File: src/rtl/core/hfd_pkg.sv
// shared types and constants for the huffman tree decoder
`default_nettype none

package hfd_pkg;

	localparam int DEF_MAX_NODES  = 512;
	localparam int DEF_MAX_LEAVES = 256;

	localparam int LEAF_W  = 9;
	localparam int SYM_W   = 8;
	localparam int CODE_W  = 8;
	localparam int BITS_W  = 4;
	localparam int COUNT_W = 32;
	localparam int REQ_W   = 2;

	localparam logic [BITS_W-1:0] MAX_CODE_BITS = 4'd8;

	typedef enum logic [REQ_W-1:0] {
		REQ_LEAF  = 2'd0,
		REQ_NODE  = 2'd1,
		REQ_CODE  = 2'd2,
		REQ_CLEAR = 2'd3
	} req_t;

	typedef struct packed {
		logic leaf_wr;
		logic node_go;
		logic clear;
	} load_ctrl_t;

	typedef struct packed {
		logic go;
		logic clear;
	} walk_ctrl_t;

endpackage

`default_nettype wire

File: src/rtl/core/hfd_walker.sv
// bit-serial tree walk: one node step per cycle, symbol hold stage for last marking
`default_nettype none

module hfd_walker import hfd_pkg::*; #(
	parameter int MAX_NODES = DEF_MAX_NODES,
	localparam int NW = $clog2(MAX_NODES)
) (
	input  wire logic               clk,
	input  wire logic               arst_n,
	input  wire walk_ctrl_t         ctrl,
	input  wire logic [CODE_W-1:0]  code_byte,
	input  wire logic [BITS_W-1:0]  code_bits,
	input  wire logic [COUNT_W-1:0] symbol_count,
	input  wire logic               root_leaf,
	input  wire logic [SYM_W-1:0]   root_sym,
	input  wire logic [NW-1:0]      root_right,
	input  wire logic               rd_leaf,
	input  wire logic [SYM_W-1:0]   rd_sym,
	input  wire logic [NW-1:0]      rd_right,
	output logic [NW-1:0]           rd_addr,
	output logic                    done,
	output logic                    strobe,
	output logic [SYM_W-1:0]        symbol,
	output logic                    last_of_run,
	output logic                    finished
);

	logic               run_q;
	logic               flush_q;
	logic               pend_rd_q;
	logic [NW-1:0]      rd_node_q;
	logic [NW-1:0]      cur_q;
	logic [NW-1:0]      cur_right_q;
	logic [BITS_W-1:0]  bit_idx_q;
	logic [BITS_W-1:0]  nbits_q;
	logic [CODE_W-1:0]  byte_q;
	logic [COUNT_W-1:0] emitted_q;
	logic               pend_v_q;
	logic [SYM_W-1:0]   pend_sym_q;
	logic               pend_fin_q;
	logic               strobe_q;
	logic [SYM_W-1:0]   symbol_q;
	logic               last_q;
	logic               fin_q;

	logic               tree_emit;
	logic [NW-1:0]      ncur;
	logic [NW-1:0]      nright;
	logic [COUNT_W-1:0] cnt_after;
	logic               adv;
	logic               emit;
	logic               issue;
	logic [SYM_W-1:0]   emit_sym;
	logic               emit_fin;
	logic [NW:0]        inc_wide;
	logic [NW-1:0]      nxt;

	always_comb begin
		tree_emit = run_q && pend_rd_q && rd_leaf;
		if (pend_rd_q) begin
			ncur   = rd_leaf ? '0 : rd_node_q;
			nright = rd_leaf ? root_right : rd_right;
		end else begin
			ncur   = cur_q;
			nright = (cur_q == '0) ? root_right : cur_right_q;
		end
		cnt_after = emitted_q + COUNT_W'(tree_emit);
		adv       = run_q && (bit_idx_q < nbits_q) && (cnt_after < symbol_count);
		issue     = adv && !root_leaf;
		emit      = root_leaf ? adv : tree_emit;
		emit_sym  = root_leaf ? root_sym : rd_sym;
		emit_fin  = (emitted_q + 1'b1) == symbol_count;
		inc_wide  = {1'b0, ncur} + 1'b1;
		if (byte_q[bit_idx_q[2:0]]) begin
			nxt = nright;
		end else if (inc_wide >= (NW + 1)'(MAX_NODES)) begin
			nxt = '0;
		end else begin
			nxt = inc_wide[NW-1:0];
		end
	end

	always_ff @(posedge clk) begin
		if (ctrl.go) begin
			byte_q  <= code_byte;
			nbits_q <= (code_bits > MAX_CODE_BITS) ? MAX_CODE_BITS : code_bits;
		end
		if (run_q) begin
			rd_node_q   <= nxt;
			cur_right_q <= nright;
		end
		if (emit) begin
			pend_sym_q <= emit_sym;
			pend_fin_q <= emit_fin;
		end
		symbol_q <= pend_sym_q;
		fin_q    <= pend_fin_q;
		last_q   <= flush_q;
	end

	always_ff @(posedge clk or negedge arst_n) begin
		if (!arst_n) begin
			run_q     <= 1'b0;
			flush_q   <= 1'b0;
			pend_rd_q <= 1'b0;
			cur_q     <= '0;
			bit_idx_q <= '0;
			emitted_q <= '0;
			pend_v_q  <= 1'b0;
			strobe_q  <= 1'b0;
		end else if (ctrl.clear) begin
			run_q     <= 1'b0;
			flush_q   <= 1'b0;
			pend_rd_q <= 1'b0;
			cur_q     <= '0;
			bit_idx_q <= '0;
			emitted_q <= '0;
			pend_v_q  <= 1'b0;
			strobe_q  <= 1'b0;
		end else begin
			strobe_q <= 1'b0;
			if (ctrl.go) begin
				run_q     <= 1'b1;
				bit_idx_q <= '0;
				pend_rd_q <= 1'b0;
			end else if (run_q) begin
				pend_rd_q <= issue;
				cur_q     <= root_leaf ? '0 : ncur;
				if (adv) begin
					bit_idx_q <= bit_idx_q + 1'b1;
				end else begin
					run_q   <= 1'b0;
					flush_q <= 1'b1;
				end
				if (emit) begin
					emitted_q <= emitted_q + 1'b1;
					pend_v_q  <= 1'b1;
					strobe_q  <= pend_v_q;
				end
			end else if (flush_q) begin
				flush_q  <= 1'b0;
				pend_v_q <= 1'b0;
				strobe_q <= pend_v_q;
			end
		end
	end

	assign rd_addr     = nxt;
	assign done        = flush_q;
	assign strobe      = strobe_q;
	assign symbol      = symbol_q;
	assign last_of_run = last_q;
	assign finished    = fin_q;

endmodule

`default_nettype wire

File: config.mk
export PLATFORM = sky130hd
export DESIGN_NAME = hfd_walker
export DESIGN_NICKNAME = d
export VERILOG_FILES = /design/src/rtl/core/hfd_pkg.sv /design/src/rtl/core/hfd_walker.sv
export SDC_FILE = /design/constraint.sdc
export NUM_CORES = 1
export LEC_CHECK = 0
export ABC_AREA = 1
export BUFFER_PORTS_ARGS = -buffer_cell sky130_fd_sc_hd__buf_2
export CAP_MARGIN = 20
export CORE_MARGIN = 8
export CORE_UTILIZATION = 40
export DETAILED_ROUTE_END_ITERATION = 10
export HOLD_SLACK_MARGIN = 0.08
export PLACE_DENSITY = 0.63
export SLEW_MARGIN = 30
export SYNTH_ARGS = -nofsm -noshare
export SYNTH_HDL_FRONTEND = slang
export SYNTH_SLANG_ARGS = --single-unit
File: constraint.sdc
create_clock -name clk -period 7.7 [get_ports clk]
set_clock_uncertainty 0.05 [all_clocks]
set_input_delay 1.925 -clock clk [delete_from_list [all_inputs] [get_ports clk]]
set_output_delay 1.925 -clock clk [all_outputs]
set_load 0.02 [all_outputs]
==> metrics.md <==
| Metric | Value |
|---|---|
| Placed Area | `7958 sq um` |
| Fin crit share | `78.50%` |
| Initial core utilization | `40.48%` |
| Sequential share of the synthesized area | `36.31%` |
| CP bufs+invs | `4` |
| Finished Layout Cells | `1,353` |
| CP Max Fanout | `32` |
| Antenna Diode Count | `0` |
| Maxcap violations | `0` |
| RSZ-0062 raised after global routing | `no` |
| TritonCTS Buffers | `9` |
| Sink Count | `99` |
| Vias in the first global route | `6,390` |
| Iter 0 DRT Violations | `437` |
| P_leak | `4.090 nW` |
| Commonest cells after routing, fill and taps aside | `nand2_1 (328), inv_1 (137), buf_2 (104)` |
| Gr ovfl total | `0` |
| Req. time, crit path | `7940 ps` |
| Final total power | `0.001177 W` |
| Yosys top cell by area | `dfrtp_1` |
| Setup TNS | `0 ps` |
| Crit end category | `register` |
| Syn_nets | `1,144` |
| Resized cells post-CTS | `0` |
| # IOs | `105` |
| Post-CTS Repair Setup Buffers | `0` |
| Cell area after layout | `8263 sq um` |
| Worst VDD drop | `0.09537 mV` |
| Critical Path Slowest Stage Cell | `nor3_1` |
| Post-synth EDFFs | `39` |
| Syn Area/Cell | `7.073 sq um` |
| Worst min-delay path class | `reg -> reg` |
| Clock transition at the registers of the reported paths | `80 ps` |
| Pre-antenna DRT Iters | `5` |
| Post-synthesis register bit count | `99` |
| Max-slew headroom | `41.00%` |
| Routed via count | `6,821` |
| Top delay family on crit path | `simple AND/OR/NAND/NOR gates` |
| WS Path Type | `in -> reg` |
| Asr flop ratio synth | `50.51%` |
| Share of layout cells above drive strength 1 | `13.79%` |
| Main synth FF type | `dfrtp_1` |
| IO buf count | `104` |
| Clk buf depth | `2` |
| Slew @ Worst Pin | `885.0 ps` |
| Register area | `2623 sq um` |
| Detail Route Antenna Nets | `0` |
| CTS tree | `yes` |
| FMAX | `0.1654 GHz` |
| Fin nets | `1,242` |
| Placed cell count | `1,337` |
| Setup violations, final | `0` |
| Final hold vios | `0` |
| Outcome | `complete, no violations` |
| Die Width | `150.4 microns` |
| Vias per cell | `5.041` |
| Largest net degree at the start of global routing | `51` |
| CTS root buf | `clkbuf_16` |
| Multi-input gate area | `3958 sq um` |
| Core Area | `17,840 sq um` |
| WL/cell | `15.40 microns` |
| Routed WL | `20,840 microns` |
| YS warnings | `0` |
| Die Area | `22,610 sq um` |
| Global placement routability congestion | `0.9240` |
| Total Routing Usage GR | `18.89%` |
| Initial antenna violation count | `0` |
| Fin crit period | `6044 ps` |
| Cells after synthesis | `1,021` |
| Synth top area share | `17.33%` |
| Mapped Area | `7222 sq um` |
| PwrDens | `142.4 nW/um^2` |
| Arrival @ worst endpoint | `6290 ps` |
| Max stage delay on crit path | `380 ps` |
| Later-pin clock latency in the skew report | `360 ps` |
| Hpwl dp | `16,360 microns` |
| Hold_buf cts | `0` |
| Netlist cell types | `41` |
| First-pass GRT wire length | `33,450 microns` |
| DR DRC count | `0` |
| Flop2flop setup slack | `2230 ps` |
| FP Rows | `49` |
| Filler cells | `1,848` |
| Commonest non-fill, non-tap cell in the layout | `nand2_1` |
| Top area cells in the synthesized netlist | `dfrtp_1 (17%), nand2_1 (17%), edfxtp_1 (16%)` |
| P&R area growth vs syn | `14.41%` |
| Critical path launch point type | `primary input` |
| Die Height | `150.4 microns` |
| Fin. max-slew vios | `0` |
| H-tree depth | `3` |
## metrics by stage
stage | setup slack, ps | hold slack (ps) | util (%)
floorplan | 2309 | 273.3 | -
detailed placement | 1391 | 277.9 | 44.60
global route | 1356 | 303.2 | 46.31
global placement | 1460 | 273.4 | 44.60
finish | 1656 | 293.8 | 46.31
CTS | 1700 | 296.6 | 46.31
## report_power, final
group	internal (W)	switching [W]	total, W
logic	0.0000448	0.0000878	0.000133
clock network	0.000231	0.000237	0.000468
registers	0.000568	0.00000880	0.000577
total	0.000844	0.000333	0.00118
## registers in the layout, indices dropped and copies added, names as in the netlist, 4 cells and up
signal / cells
emitted_q: 32
cur_q: 9
cur_right_q: 9
rd_node_q: 9
byte_q: 8
pend_sym_q: 8
symbol: 8
bit_idx_q: 4
nbits_q: 4
## cells in the mapped netlist (18+ instances only)
| master | number |
|---|---|
| dfrtp_1 | 50 |
| a21oi_1 | 20 |
| inv_1 | 137 |
| ha_1 | 39 |
| edfxtp_1 | 39 |
| o22ai_1 | 18 |
| o21ai_0 | 36 |
| nand3_1 | 83 |
| nand4_1 | 25 |
| nor2_1 | 98 |
| nand2_1 | 328 |
| xor2_1 | 38 |
## routing by layer
layer	track usage [%]	wire length, microns
met2	31.30	9603
met1	24.97	9551
met5	0	0
met4	4.598	314
met3	3.427	1373
## final timing paths
check | to | from | cells after the start
worst max register to register | emitted_q[16] | run_q | 24
min in group asynchronous | cur_q[7] | arst_n | 2
max in group asynchronous | emitted_q[29] | arst_n | 2
worst max-delay path | emitted_q[16] | rd_leaf | 25
worst min-delay path | symbol[2] | pend_sym_q[2] | 0
worst min register to register | symbol[2] | pend_sym_q[2] | 0
## layout make-up
class,count,area share (%)
tap,229,3.468
clock inverter,7,0.9691
sequential,99,31.74
multi-input combinational,758,47.90
clock buffer,9,2.726
timing repair buffer,109,6.753
inverter,142,6.451
## worst register-to-register path: cells and delay by family (launching register included)
| family | cells | cell delay [ps] |
|---|---|---|
| fa+ha+maj | 3 | 750 |
| compound gates | 1 | 210 |
| flops | 1 | 930 |
| simple gates | 15 | 2540 |
| buf+inv | 4 | 750 |
| xor+xnor | 1 | 180 |
## cell families after synthesis
kind of cell               Yosys count  share of synthesized area [%]
DFF                                 99                          36.31
buffers and inverters              164                          8.922
adders and majority gates           39                          6.757
AOI/OAI and AO/OA                  101                          8.091
xor gates and xnor gates            45                          5.942
and+or+nand+nor                    573                          33.97
No activity file was read; power rests on OpenSTA's default activity.
